## src/hw/rtl/cpio_newc_stream_walker_assert.svh

```systemverilog
// Assertion macros for the cpio newc stream walker.
// Needs i_clk and i_rst_n in the scope that uses them.
`ifndef CPIO_NEWC_STREAM_WALKER_ASSERT_SVH
`define CPIO_NEWC_STREAM_WALKER_ASSERT_SVH

// same-cycle implication, checked out of reset
`define CNSW_ASSERT_IMPL(label, ante, cons, msg) \
    label: assert property (@(posedge i_clk) disable iff (!i_rst_n) (ante) |-> (cons)) \
        else $error(msg);

// next-cycle implication, checked out of reset
`define CNSW_ASSERT_NEXT(label, ante, cons, msg) \
    label: assert property (@(posedge i_clk) disable iff (!i_rst_n) (ante) |=> (cons)) \
        else $error(msg);

`endif

```

## src/hw/rtl/cnsw_pkg.sv

```systemverilog
// Shared constants, result struct and hex digit decode for the cpio newc walker.
// No dependencies.
package cnsw_pkg;

    localparam int unsigned HEADER_BYTES = 110;

    localparam logic [6:0] HDR_LAST        = 7'(HEADER_BYTES - 1);
    localparam logic [6:0] OFF_FILESIZE    = 7'd54;
    localparam logic [6:0] OFF_FILESIZE_END = 7'd62;
    localparam logic [6:0] OFF_NAMESIZE    = 7'd94;
    localparam logic [6:0] OFF_NAMESIZE_END = 7'd102;
    localparam logic [6:0] OFF_MODE4       = 7'd18;
    localparam logic [6:0] OFF_MODE7       = 7'd21;

    localparam logic [7:0] CHAR_ZERO  = 8'h30;
    localparam logic [7:0] CHAR_EIGHT = 8'h38;
    localparam logic [7:0] CHAR_NINE  = 8'h39;
    localparam logic [7:0] CHAR_UA    = 8'h41;
    localparam logic [7:0] CHAR_UF    = 8'h46;
    localparam logic [7:0] CHAR_LA    = 8'h61;
    localparam logic [7:0] CHAR_LF    = 8'h66;

    localparam logic [2:0] CLS_HEADER      = 3'd0;
    localparam logic [2:0] CLS_NAME        = 3'd1;
    localparam logic [2:0] CLS_NAME_PAD    = 3'd2;
    localparam logic [2:0] CLS_CONTENT     = 3'd3;
    localparam logic [2:0] CLS_CONTENT_PAD = 3'd4;
    localparam logic [2:0] CLS_AFTER_END   = 3'd5;

    localparam logic [15:0] ENTRY_MAX = 16'hFFFF;

    typedef struct packed {
        logic [2:0]  byte_class;
        logic [15:0] entry_index;
        logic        is_directory;
        logic        entry_start;
        logic        content_end;
        logic        archive_done;
    } t_result;

    function automatic logic [3:0] hex_nibble(input logic [7:0] c);
        logic [7:0] d;
        d = 8'h00;
        if (c >= CHAR_ZERO && c <= CHAR_NINE) begin
            d = c - CHAR_ZERO;
        end else if (c >= CHAR_UA && c <= CHAR_UF) begin
            d = c - CHAR_UA + 8'd10;
        end else if (c >= CHAR_LA && c <= CHAR_LF) begin
            d = c - CHAR_LA + 8'd10;
        end
        return d[3:0];
    endfunction

endpackage

```

## src/hw/rtl/cnsw_tracker.sv

```systemverilog
// Archive position tracker: holds the parse state, classifies one byte a cycle while i_adv is high.
// Depends on cnsw_pkg.
module cnsw_tracker
    import cnsw_pkg::*;
(
    input  logic       i_clk,
    input  logic       i_rst_n,
    input  logic       i_adv,
    input  logic [7:0] i_byte,
    output t_result    o_res
);

    typedef enum logic [2:0] {
        PH_HEADER,
        PH_NAME,
        PH_NAME_PAD,
        PH_CONTENT,
        PH_CONTENT_PAD,
        PH_DONE
    } t_phase;

    t_phase      r_phase, n_phase;
    logic [6:0]  r_hdr_off, n_hdr_off;
    logic [31:0] r_remaining, n_remaining;
    logic [31:0] r_name_len, n_name_len;
    logic [31:0] r_content_len, n_content_len;
    logic [1:0]  r_align, n_align;
    logic        r_file, n_file;
    logic        r_trailer, n_trailer;
    logic [15:0] r_entry, n_entry;

    logic [3:0]  hex;
    logic [31:0] rem_dec;
    logic        go_after_name, go_enter_content, go_after_content, go_next;

    always_comb begin
        n_phase       = r_phase;
        n_hdr_off     = r_hdr_off;
        n_remaining   = r_remaining;
        n_name_len    = r_name_len;
        n_content_len = r_content_len;
        n_align       = r_align + 2'd1;
        n_file        = r_file;
        n_trailer     = r_trailer;
        n_entry       = r_entry;

        hex     = hex_nibble(i_byte);
        rem_dec = r_remaining - 32'd1;

        go_after_name    = 1'b0;
        go_enter_content = 1'b0;
        go_after_content = 1'b0;
        go_next          = 1'b0;

        o_res.byte_class   = CLS_AFTER_END;
        o_res.entry_index  = r_entry;
        o_res.is_directory = 1'b0;
        o_res.entry_start  = 1'b0;
        o_res.content_end  = 1'b0;

        case (r_phase)
            PH_HEADER: begin
                o_res.byte_class = CLS_HEADER;
                if (r_hdr_off == 7'd0) begin
                    o_res.entry_start = 1'b1;
                    n_name_len        = 32'd0;
                    n_content_len     = 32'd0;
                    n_file            = 1'b0;
                    n_trailer         = 1'b0;
                end
                if (r_hdr_off >= OFF_FILESIZE && r_hdr_off < OFF_FILESIZE_END) begin
                    n_content_len = {n_content_len[27:0], hex};
                end
                if (r_hdr_off >= OFF_NAMESIZE && r_hdr_off < OFF_NAMESIZE_END) begin
                    n_name_len = {n_name_len[27:0], hex};
                end
                if (r_hdr_off == OFF_MODE4) begin
                    n_file = (i_byte == CHAR_EIGHT);
                end
                if (r_hdr_off == OFF_MODE7) begin
                    n_trailer = (i_byte == CHAR_ZERO);
                end
                if (r_hdr_off >= HDR_LAST) begin
                    n_hdr_off = 7'd0;
                    if (n_trailer) begin
                        n_phase = PH_DONE;
                    end else if (n_name_len != 32'd0) begin
                        n_remaining = n_name_len;
                        n_phase     = PH_NAME;
                    end else begin
                        go_after_name = 1'b1;
                    end
                end else begin
                    n_hdr_off = r_hdr_off + 7'd1;
                end
            end
            PH_NAME: begin
                o_res.byte_class   = CLS_NAME;
                o_res.is_directory = !r_file;
                n_remaining        = rem_dec;
                if (rem_dec == 32'd0) begin
                    go_after_name = 1'b1;
                end
            end
            PH_NAME_PAD: begin
                o_res.byte_class   = CLS_NAME_PAD;
                o_res.is_directory = !r_file;
                if (n_align == 2'd0) begin
                    go_enter_content = 1'b1;
                end
            end
            PH_CONTENT: begin
                o_res.byte_class   = CLS_CONTENT;
                o_res.is_directory = !r_file;
                n_remaining        = rem_dec;
                if (rem_dec == 32'd0) begin
                    o_res.content_end = 1'b1;
                    go_after_content  = 1'b1;
                end
            end
            PH_CONTENT_PAD: begin
                o_res.byte_class   = CLS_CONTENT_PAD;
                o_res.is_directory = !r_file;
                if (n_align == 2'd0) begin
                    go_next = 1'b1;
                end
            end
            default: begin
                n_phase = PH_DONE;
            end
        endcase

        if (go_after_name) begin
            if (n_align != 2'd0) begin
                n_phase = PH_NAME_PAD;
            end else begin
                go_enter_content = 1'b1;
            end
        end
        if (go_enter_content) begin
            if (n_content_len != 32'd0) begin
                n_remaining = n_content_len;
                n_phase     = PH_CONTENT;
            end else begin
                go_after_content = 1'b1;
            end
        end
        if (go_after_content) begin
            if (n_align != 2'd0) begin
                n_phase = PH_CONTENT_PAD;
            end else begin
                go_next = 1'b1;
            end
        end
        if (go_next) begin
            if (r_entry != ENTRY_MAX) begin
                n_entry = r_entry + 16'd1;
            end
            n_phase   = PH_HEADER;
            n_hdr_off = 7'd0;
        end

        o_res.archive_done = (n_phase == PH_DONE);
    end

    always_ff @(posedge i_clk) begin
        if (!i_rst_n) begin
            r_phase       <= PH_HEADER;
            r_hdr_off     <= 7'd0;
            r_remaining   <= 32'd0;
            r_name_len    <= 32'd0;
            r_content_len <= 32'd0;
            r_align       <= 2'd0;
            r_file        <= 1'b0;
            r_trailer     <= 1'b0;
            r_entry       <= 16'd0;
        end else if (i_adv) begin
            r_phase       <= n_phase;
            r_hdr_off     <= n_hdr_off;
            r_remaining   <= n_remaining;
            r_name_len    <= n_name_len;
            r_content_len <= n_content_len;
            r_align       <= n_align;
            r_file        <= n_file;
            r_trailer     <= n_trailer;
            r_entry       <= n_entry;
        end
    end

endmodule

```

## src/hw/rtl/cpio_newc_stream_walker.sv

```systemverilog
// cpio newc stream walker: input register, tracker, result register.
// An accepted word passes the input register and then the result register
// before it is offered on the result side. Throughput: one word per cycle;
// the input register and the parse state advance whenever the result
// register is empty or being taken. Synchronous active-low reset clears both
// valid flags and the parse state to the first header byte of entry 0.
// Depends on cnsw_pkg, cnsw_tracker and cpio_newc_stream_walker_assert.svh.
`include "cpio_newc_stream_walker_assert.svh"
module cpio_newc_stream_walker
    import cnsw_pkg::*;
(
    input  logic        i_clk,
    input  logic        i_rst_n,
    input  logic        i_in_valid,
    output logic        o_in_ready,
    input  logic [7:0]  i_data_byte,
    output logic        o_out_valid,
    input  logic        i_out_ready,
    output logic [7:0]  o_byte_out,
    output logic [2:0]  o_byte_class,
    output logic [15:0] o_entry_index,
    output logic        o_is_directory,
    output logic        o_entry_start,
    output logic        o_content_end,
    output logic        o_archive_done
);

    logic       r_in_valid;
    logic [7:0] r_in_byte;
    logic       r_out_valid;
    logic [7:0] r_out_byte;
    t_result    r_out_res;

    logic       out_free;
    logic       adv;
    t_result    res;

    assign out_free   = !r_out_valid || i_out_ready;
    assign adv        = r_in_valid && out_free;
    assign o_in_ready = !r_in_valid || adv;

    cnsw_tracker u_tracker (
        .i_clk   (i_clk),
        .i_rst_n (i_rst_n),
        .i_adv   (adv),
        .i_byte  (r_in_byte),
        .o_res   (res)
    );

    always_ff @(posedge i_clk) begin
        if (!i_rst_n) begin
            r_in_valid  <= 1'b0;
            r_out_valid <= 1'b0;
        end else begin
            if (o_in_ready) begin
                r_in_valid <= i_in_valid;
            end
            if (out_free) begin
                r_out_valid <= r_in_valid;
            end
        end
    end

    always_ff @(posedge i_clk) begin
        if (o_in_ready && i_in_valid) begin
            r_in_byte <= i_data_byte;
        end
        if (adv) begin
            r_out_byte <= r_in_byte;
            r_out_res  <= res;
        end
    end

    assign o_out_valid    = r_out_valid;
    assign o_byte_out     = r_out_byte;
    assign o_byte_class   = r_out_res.byte_class;
    assign o_entry_index  = r_out_res.entry_index;
    assign o_is_directory = r_out_res.is_directory;
    assign o_entry_start  = r_out_res.entry_start;
    assign o_content_end  = r_out_res.content_end;
    assign o_archive_done = r_out_res.archive_done;

    `CNSW_ASSERT_IMPL(a_start_in_header, o_out_valid && o_entry_start, o_byte_class == CLS_HEADER, "entry_start outside header")
    `CNSW_ASSERT_IMPL(a_cend_in_content, o_out_valid && o_content_end, o_byte_class == CLS_CONTENT, "content_end outside content")
    `CNSW_ASSERT_IMPL(a_after_end_done, o_out_valid && o_byte_class == CLS_AFTER_END, o_archive_done, "after-end word without archive_done")
    `CNSW_ASSERT_NEXT(a_done_sticky, o_out_valid && i_out_ready && o_archive_done, !o_out_valid || o_archive_done, "archive_done dropped")

endmodule
```

## config.mk

```make
export PLATFORM = sky130hd
export DESIGN_NAME = cpio_newc_stream_walker
export DESIGN_NICKNAME = d
export VERILOG_FILES = /design/src/hw/rtl/cnsw_pkg.sv /design/src/hw/rtl/cnsw_tracker.sv /design/src/hw/rtl/cpio_newc_stream_walker.sv
export VERILOG_INCLUDE_DIRS = /design/src /design/src/hw/rtl
export SDC_FILE = /design/constraint.sdc
export NUM_CORES = 1
export LEC_CHECK = 0
export ABC_AREA = 1
export BUFFER_PORTS_ARGS = -buffer_cell sky130_fd_sc_hd__buf_2
export CAP_MARGIN = 10
export CORE_MARGIN = 4
export CORE_UTILIZATION = 55
export DETAILED_ROUTE_END_ITERATION = 10
export PLACE_DENSITY = 0.74
export SYNTH_ARGS = -nofsm -noshare
export SYNTH_HDL_FRONTEND = slang
export SYNTH_SLANG_ARGS = --single-unit
```

## constraint.sdc

```tcl
create_clock -name i_clk -period 7.25 [get_ports i_clk]
set_input_delay 1.45 -clock i_clk [delete_from_list [all_inputs] [get_ports i_clk]]
set_output_delay 1.45 -clock i_clk [all_outputs]
set_load 0.005 [all_outputs]
```

---- Word level (Yosys, flattened, before mapping) ----
Cells that the tools add are included.
word-level totals
  flip-flop bits (word level) ............. 167
  latch bits .............................. 0
  memory bits (writable) .................. 0
  bits in read-only memories .............. 0
  output and inout port bits .............. 33
  word-level logic and storage cells ...... 127
  memories kept ........................... 0
operators by class
  add/subtract/negate cells ............... 9
  $mul .................................... 0
  divide/modulo/power cells ............... 0
  $lt $le $gt $ge ......................... 11
  eq/ne operators ......................... 10
  shifts and indexed selects .............. 0
  multiplexer cells ....................... 51
  bitwise gates (word level) .............. 0
  reduce and logical (&&, ||, !) cells .... 27
operators with widths
  cell                                                  number
  two-way mux 32 bit                                    11
  case mux 32 bit (2 select lines)                      1
  nonzero test 32 bit                                   2
  zero test 32 bit                                      1
  subtractor 32 x 1 -> 32 bit (second input constant)   1
  two-way mux 3 bit                                     10
  two-way mux 7 bit                                     3
  two-way mux 1 bit                                     20
  adder 16 x 1 -> 16 bit (second input constant)        1
  == test 8 x 6 -> 1 bit (second input constant)        2
  >= comparator 8 x 7 -> 1 bit (second input constant)  2
  <= comparator 8 x 7 -> 1 bit (second input constant)  2
  != test 16 bit (second input constant)                1
  case mux 3 bit (5 select lines)                       1
  == test 7 x 5 -> 1 bit (second input constant)        2
  >= comparator 7 bit (second input constant)           2
  two-way mux 4 bit                                     3
  subtractor 4 x 1 -> 4 bit (second input constant)     3
  adder 4 bit (second input constant)                   2
  >= comparator 8 x 6 -> 1 bit (second input constant)  1
  <= comparator 8 x 6 -> 1 bit (second input constant)  1
  adder 7 x 1 -> 7 bit (second input constant)          1
  >= comparator 7 x 6 -> 1 bit (second input constant)  1
  logical AND 1 bit                                     7
  other kinds (18)                                      27

---- Logic depth before layout (Yosys ltp) ----
  word-level depth ........................ 20
  mapped depth ............................ 26
  depth with buffers taken out ............ 24

---- Hierarchy ----
A second synthesis with hierarchy kept.
unflattened totals
  cells, all modules ...................... 1,628
  area total of the unflattened synthesis .. 10,598.9 um^2
modules (own cells, without submodules)
  module                   times used  cells each  area each (um^2)
  cnsw_tracker             1           1,576       9,332.7
  cpio_newc_stream_walker  1           52          1,266.2

---- Least setup slack after synthesis ----
OpenSTA, ideal clock, no wires.
  kind .................................... input-to-reg
  start ................................... input port i_out_ready
  end ..................................... register r_out_res (netlist bit o_archive_done) (enable)
  setup time .............................. 0.407 ns
  data arrival time ....................... 2.909 ns
  setup slack ............................. 3.934 ns
  stages .................................. 5
  cells stage by stage .................... inv_1 nand2_1 nand2_1 inv_2 buf_1
on the way
  cells in the longest elaborated chain, start to end .. 2
RTL lines
  what                  RTL line                       RTL
  start, declared       cpio_newc_stream_walker.sv:18  input logic i_out_ready,
  logical OR 1 bit      cpio_newc_stream_walker.sv:38  assign out_free = !r_out_valid || i_out_ready;
  logical AND 1 bit     cpio_newc_stream_walker.sv:39  assign adv = r_in_valid && out_free;
  via adv               cpio_newc_stream_walker.sv:35  logic adv;
  end signal, assigned  cpio_newc_stream_walker.sv:70  r_out_res <= res;
  end, declared         cpio_newc_stream_walker.sv:32  t_result r_out_res;
The timed path passes the listed nets, and every way through them passes these cells.
A chain may end at the register's enable or synchronous reset.

---- Worst setup path in the final report ----
  start ................................... register u_tracker.r_hdr_off[0]
  end ..................................... register u_tracker.r_hdr_off[3]
on the way
  cells in the longest elaborated chain, start to end .. 14
  elaborated cells on any way between the ends .. 34
  classes of those cells .................. 1 x add/sub; 5 x order compare; 1 x eq/ne; 20 x mux; 7 x reduce/logical
RTL lines
  what                                                     RTL line                                RTL
  start, declared                                          cnsw_tracker.sv:23                      logic [6:0] r_hdr_off, n_hdr_off;
  start signal, assigned                                   cnsw_tracker.sv:179                     r_hdr_off <= n_hdr_off;
  >= comparator 7 bit (tied with other cells)              cnsw_tracker.sv:74                      if (r_hdr_off >= OFF_NAMESIZE && r_hdr_off < OFF_NAMESIZE_END) begin
  logical AND 1 bit or two-way mux 32 bit (tied branches)  cnsw_tracker.sv:74, cnsw_tracker.sv:64
  two-way mux 32 bit                                       cnsw_tracker.sv:74
  two-way mux 32 bit                                       cnsw_tracker.sv:61                      case (r_phase)
  nonzero test 32 bit                                      cnsw_tracker.sv:87                      end else if (n_name_len != 32'd0) begin
  two-way mux 1 bit                                        cnsw_tracker.sv:87
  two-way mux 1 bit                                        cnsw_tracker.sv:85                      if (n_trailer) begin
  two-way mux 1 bit                                        cnsw_tracker.sv:83                      if (r_hdr_off >= HDR_LAST) begin
  case mux 1 bit (2 select lines)                          cnsw_tracker.sv:61
  two-way mux 1 bit                                        cnsw_tracker.sv:133                     if (go_after_name) begin
  two-way mux 1 bit                                        cnsw_tracker.sv:140                     if (go_enter_content) begin
  two-way mux 1 bit                                        cnsw_tracker.sv:148                     if (go_after_content) begin
  nonzero test 2 bit (no source line)                      -
  AND reduction 2 bit (no source line)                     -
Several ways; a longest one is shown, not always the timed one. The select of a mux whose other input is x is not followed.

==> metrics.md <==
| Metric | Value |
|---|---|
| Clock buffer depth | 2 |
| Worst Max-Slew Pin Slew | 1.20 ns |
| Crit. Startpoint | u_tracker.r_hdr_off[0]$_SDFFE_PN0P_ |
| DRC | 0 |
| CTS H-tree depth | 4 |
| Initial DRC Count | 1479 |
| Status | completed |
| Internal | 1.61 mW |
| Drt first pass iters | 7 |
| Switch Pwr | 891 µW |
| Tcrit/Tclk final | 65.8% |
| Fin Setup TNS | 0 ns |
| Hold crit path type | reg -> reg |
| Clock power frac | 37.0% |
| Synth Area per Inst | 6.37 µm² |
| Hold Vio Cnt, Final | 0 |
| TritonCTS clock tree | yes |
| Comb pwr share | 22.1% |
| Crit. End Element | register |
| Post-Route WL | 32900 µm |
| Reg power frac | 40.9% |
| Initial Util | 56.1% |
| Fmax | 210 MHz |
| Largest vdd supply drop | 0.171 mV |
| Placed Cells incl. Taps | 1955 |
| GR Overflow Total | 0 |
| CP Launch Type | register |
| Worst skew pair latency | 0.45 ns |
| Post-CTS Repair Setup Buffers | 0 |
| I/O pins | 45 |
| Final #Nets | 1734 |
| Placeable Area | 19500 µm² |
| Final instance area | 11800 µm² |
| Placed Area | 11200 µm² |
| Std cell rows | 51 |
| Register area share after synthesis | 34.1% |
| Pwr Density | 212 nW/µm² |
| Cts hold-fix bufs | 0 |
| Crit path max fanout | 41 |
| Count of state elements after synthesis | 167 |
| Netlist Area Pre-Place | 11000 µm² |
| Slew headroom | 19.5% |
| Synthesized Nets | 1746 |
| Initial antenna violation count | 0 |
| Critical Path RT | 7.64 ns |
| Count of unique library cells instantiated by Yosys | 41 |
| Fin util | 60.4% |
| Tmin final | 4.77 ns |
| Inserted Clock Buffers | 17 |
| Global-route wire length before repair | 53900 µm |
| HPWL after DPL | 23000 µm |
| Synth Warn # | 0 |
| Origin of the worst min-delay path | u_tracker.r_file$_SDFFE_PN0P_ |
| Overall Global Routing Usage | 30.0% |
| Die Y-Extent | 149 µm |
| Clock Root Buffer | clkbuf_16 |
| Largest net degree at the start of global routing | 80 |
| Setup CP Type | reg -> reg |
| CTS sink cnt | 167 |
| Via count | 11753 |
| Routed len/inst | 16.6 µm |
| Mapped Cells | 1721 |
| Pre-CTS WS | 2.65 ns |
| Reg2reg start | u_tracker.r_hdr_off[0]$_SDFFE_PN0P_ |
| Unrepaired setup endpoints after global routing | no |
| Routed Antenna Nets | 0 |
| Layout cells sized above 1 | 8.94% |
| Fin. max-slew vios | 0 |
| Leak | 5.37 nW |
| Port Buf Inserts | 44 |
| Die X | 149 µm |
| Max_cap viols | 0 |
| PnR worst setup slack | 2.48 ns |
| Post-CTS sizing | 0 |
| Gpl congestion | 1.14 |
| Clock skew | 0.0105 ns |
| CTS clk-pin slew, worst paths | 0.07 ns |
| P&R area growth vs syn | 7.65% |
| Post-layout instance count excluding filler cells | 1987 |
| CP arrival | 5.15 ns |
| Vias in the first global route | 10705 |
| Switching Fraction | 35.6% |
| Setup Viol. Count Final | 0 |
| Die area | 22300 µm² |
| Ant diodes | 0 |
| Power after layout | 2.50 mW |
| Routed vias/inst | 5.91 |
| Fin Hold WS | 0.467 ns |
[final timing paths]
check                           slack (ns)  cells after the start                             endpoint
worst min register to register        0.47                      2        u_tracker.r_file$_SDFFE_PN0P_
worst max-delay path                  2.48                     22  u_tracker.r_hdr_off[3]$_SDFFE_PN0P_
worst min-delay path                  0.47                      2        u_tracker.r_file$_SDFFE_PN0P_
worst max register to register        2.48                     22  u_tracker.r_hdr_off[3]$_SDFFE_PN0P_
[layout by cell type, fill, tap and decap left out, drive strengths merged, types with 11 or more instances in the layout]
cell,count
nand2,545
nor2,194
a31oi,12
o211ai,31
edfxtp,39
nand4,45
a21oi,161
xor2,24
buf,56
inv,155
o21ai,105
ha,13
nand3,132
clkinv,13
nor3,11
dfxtp,128
clkbuf,17
o22ai,15
[state kept, by name, indices dropped and copies added (netlist names), 3 cells and up]
register                 count
u_tracker.r_name_len        32
o_byte_class                 3
r_in_byte                    8
u_tracker.r_phase            3
o_entry_index               16
u_tracker.r_remaining       32
u_tracker.r_content_len     32
u_tracker.r_entry           16
o_byte_out                   8
u_tracker.r_hdr_off          7
[cell usage after synthesis]
library cell | count | share of area [%]
nand2_1 | 533 | 18
nor2_1 | 187 | 6.4
a21oi_1 | 152 | 6.9
inv_1 | 131 | 4.5
nand3_1 | 130 | 5.9
dfxtp_1 | 128 | 23
o21ai_0 | 72 | 3.3
clkbuf_1 | 45 | 1.5
nand4_1 | 45 | 2.6
edfxtp_1 | 39 | 11
o211ai_1 | 28 | 1.9
o21ai_1 | 26 | 1.2
xor2_1 | 24 | 1.9
buf_2 | 20 | 0.91
inv_2 | 19 | 0.65
o22ai_1 | 15 | 0.86
ha_1 | 13 | 1.5
a31oi_1 | 12 | 0.68
nor3_1 | 11 | 0.50
buf_1 | 10 | 0.34
a21oi_2 | 9 | 0.72
buf_6 | 9 | 0.92
nand2_2 | 9 | 0.51
xnor2_1 | 9 | 0.72
o21ai_2 | 7 | 0.56
nor2_2 | 6 | 0.34
nor4_1 | 5 | 0.29
clkinv_1 | 4 | 0.14
buf_4 | 3 | 0.21
nand2_4 | 3 | 0.31
nand3b_1 | 3 | 0.21
o211ai_2 | 3 | 0.34
nand3_2 | 2 | 0.18
or2_2 | 2 | 0.11
a211oi_1 | 1 | 0.069
a41oi_1 | 1 | 0.080
and2_1 | 1 | 0.057
and3_1 | 1 | 0.057
nor2_4 | 1 | 0.10
o2111ai_1 | 1 | 0.080
or2_1 | 1 | 0.057
[cells by family (layout without fill, tap and decap cells)]
| group | after synthesis | in the layout | share of synthesized area, % |
|---|---|---|---|
| AND/OR/NAND/NOR | 940 | 940 | 35.9 |
| AO/OA/AOI/OAI | 327 | 327 | 16.7 |
| buffers and inverters | 241 | 242 | 9.20 |
| flip-flops | 167 | 167 | 34.1 |
| XOR/XNOR | 33 | 33 | 2.64 |
| adder cells (fa/ha/maj) | 13 | 13 | 1.48 |
[worst max-delay path: stages (launching register included)]
cell and delay (ns):
dfxtp_1 0.34, inv_1 0.16, ha_1 0.16, inv_1 0.03
nor2_1 0.10, nand3_2 0.44, buf_4 0.47, nand2_1 0.11
inv_1 0.06, o21ai_0 0.33, nand2_1 0.10, nor2_1 0.14
nand3_1 0.10, nor2_2 0.14, nand4_1 0.13, nand3_1 0.20
nand3_2 0.52, buf_4 0.45, nand3_1 0.12, nand3_1 0.23
nand3_1 0.16, nand2_1 0.06, nor2_1 0.10
[per-layer routing]
layer  GRT usage (%)  wire length [µm]  share of wire (%)
met2            46.7             14600                 44
met1            40.4             13700                 42
met4            13.0              1490                4.5
met5               0                 0                  0
met3            6.35              3140                9.5
[area by class of cell]
type	instances	area, µm²
Timing Repair Buffer	56	310
Tap cell	265	332
Fill cell	1885	7730
Clock buffer	17	425
Multi-Input combinational cell	1313	6240
Clock inverter	15	183
Inverter	154	579
Sequential cell	167	3730
[power by group through the flow]
stage | clock, mW | sequential, mW | combinational, mW
floorplan | 0 | 1.03 | 0.407
global placement | 0 | 1.04 | 0.527
detailed placement | 0 | 1.04 | 0.531
CTS | 0.939 | 1.02 | 0.535
global route | 0.980 | 1.03 | 0.606
finish | 0.926 | 1.02 | 0.552
(Power assumes the default switching activity.)
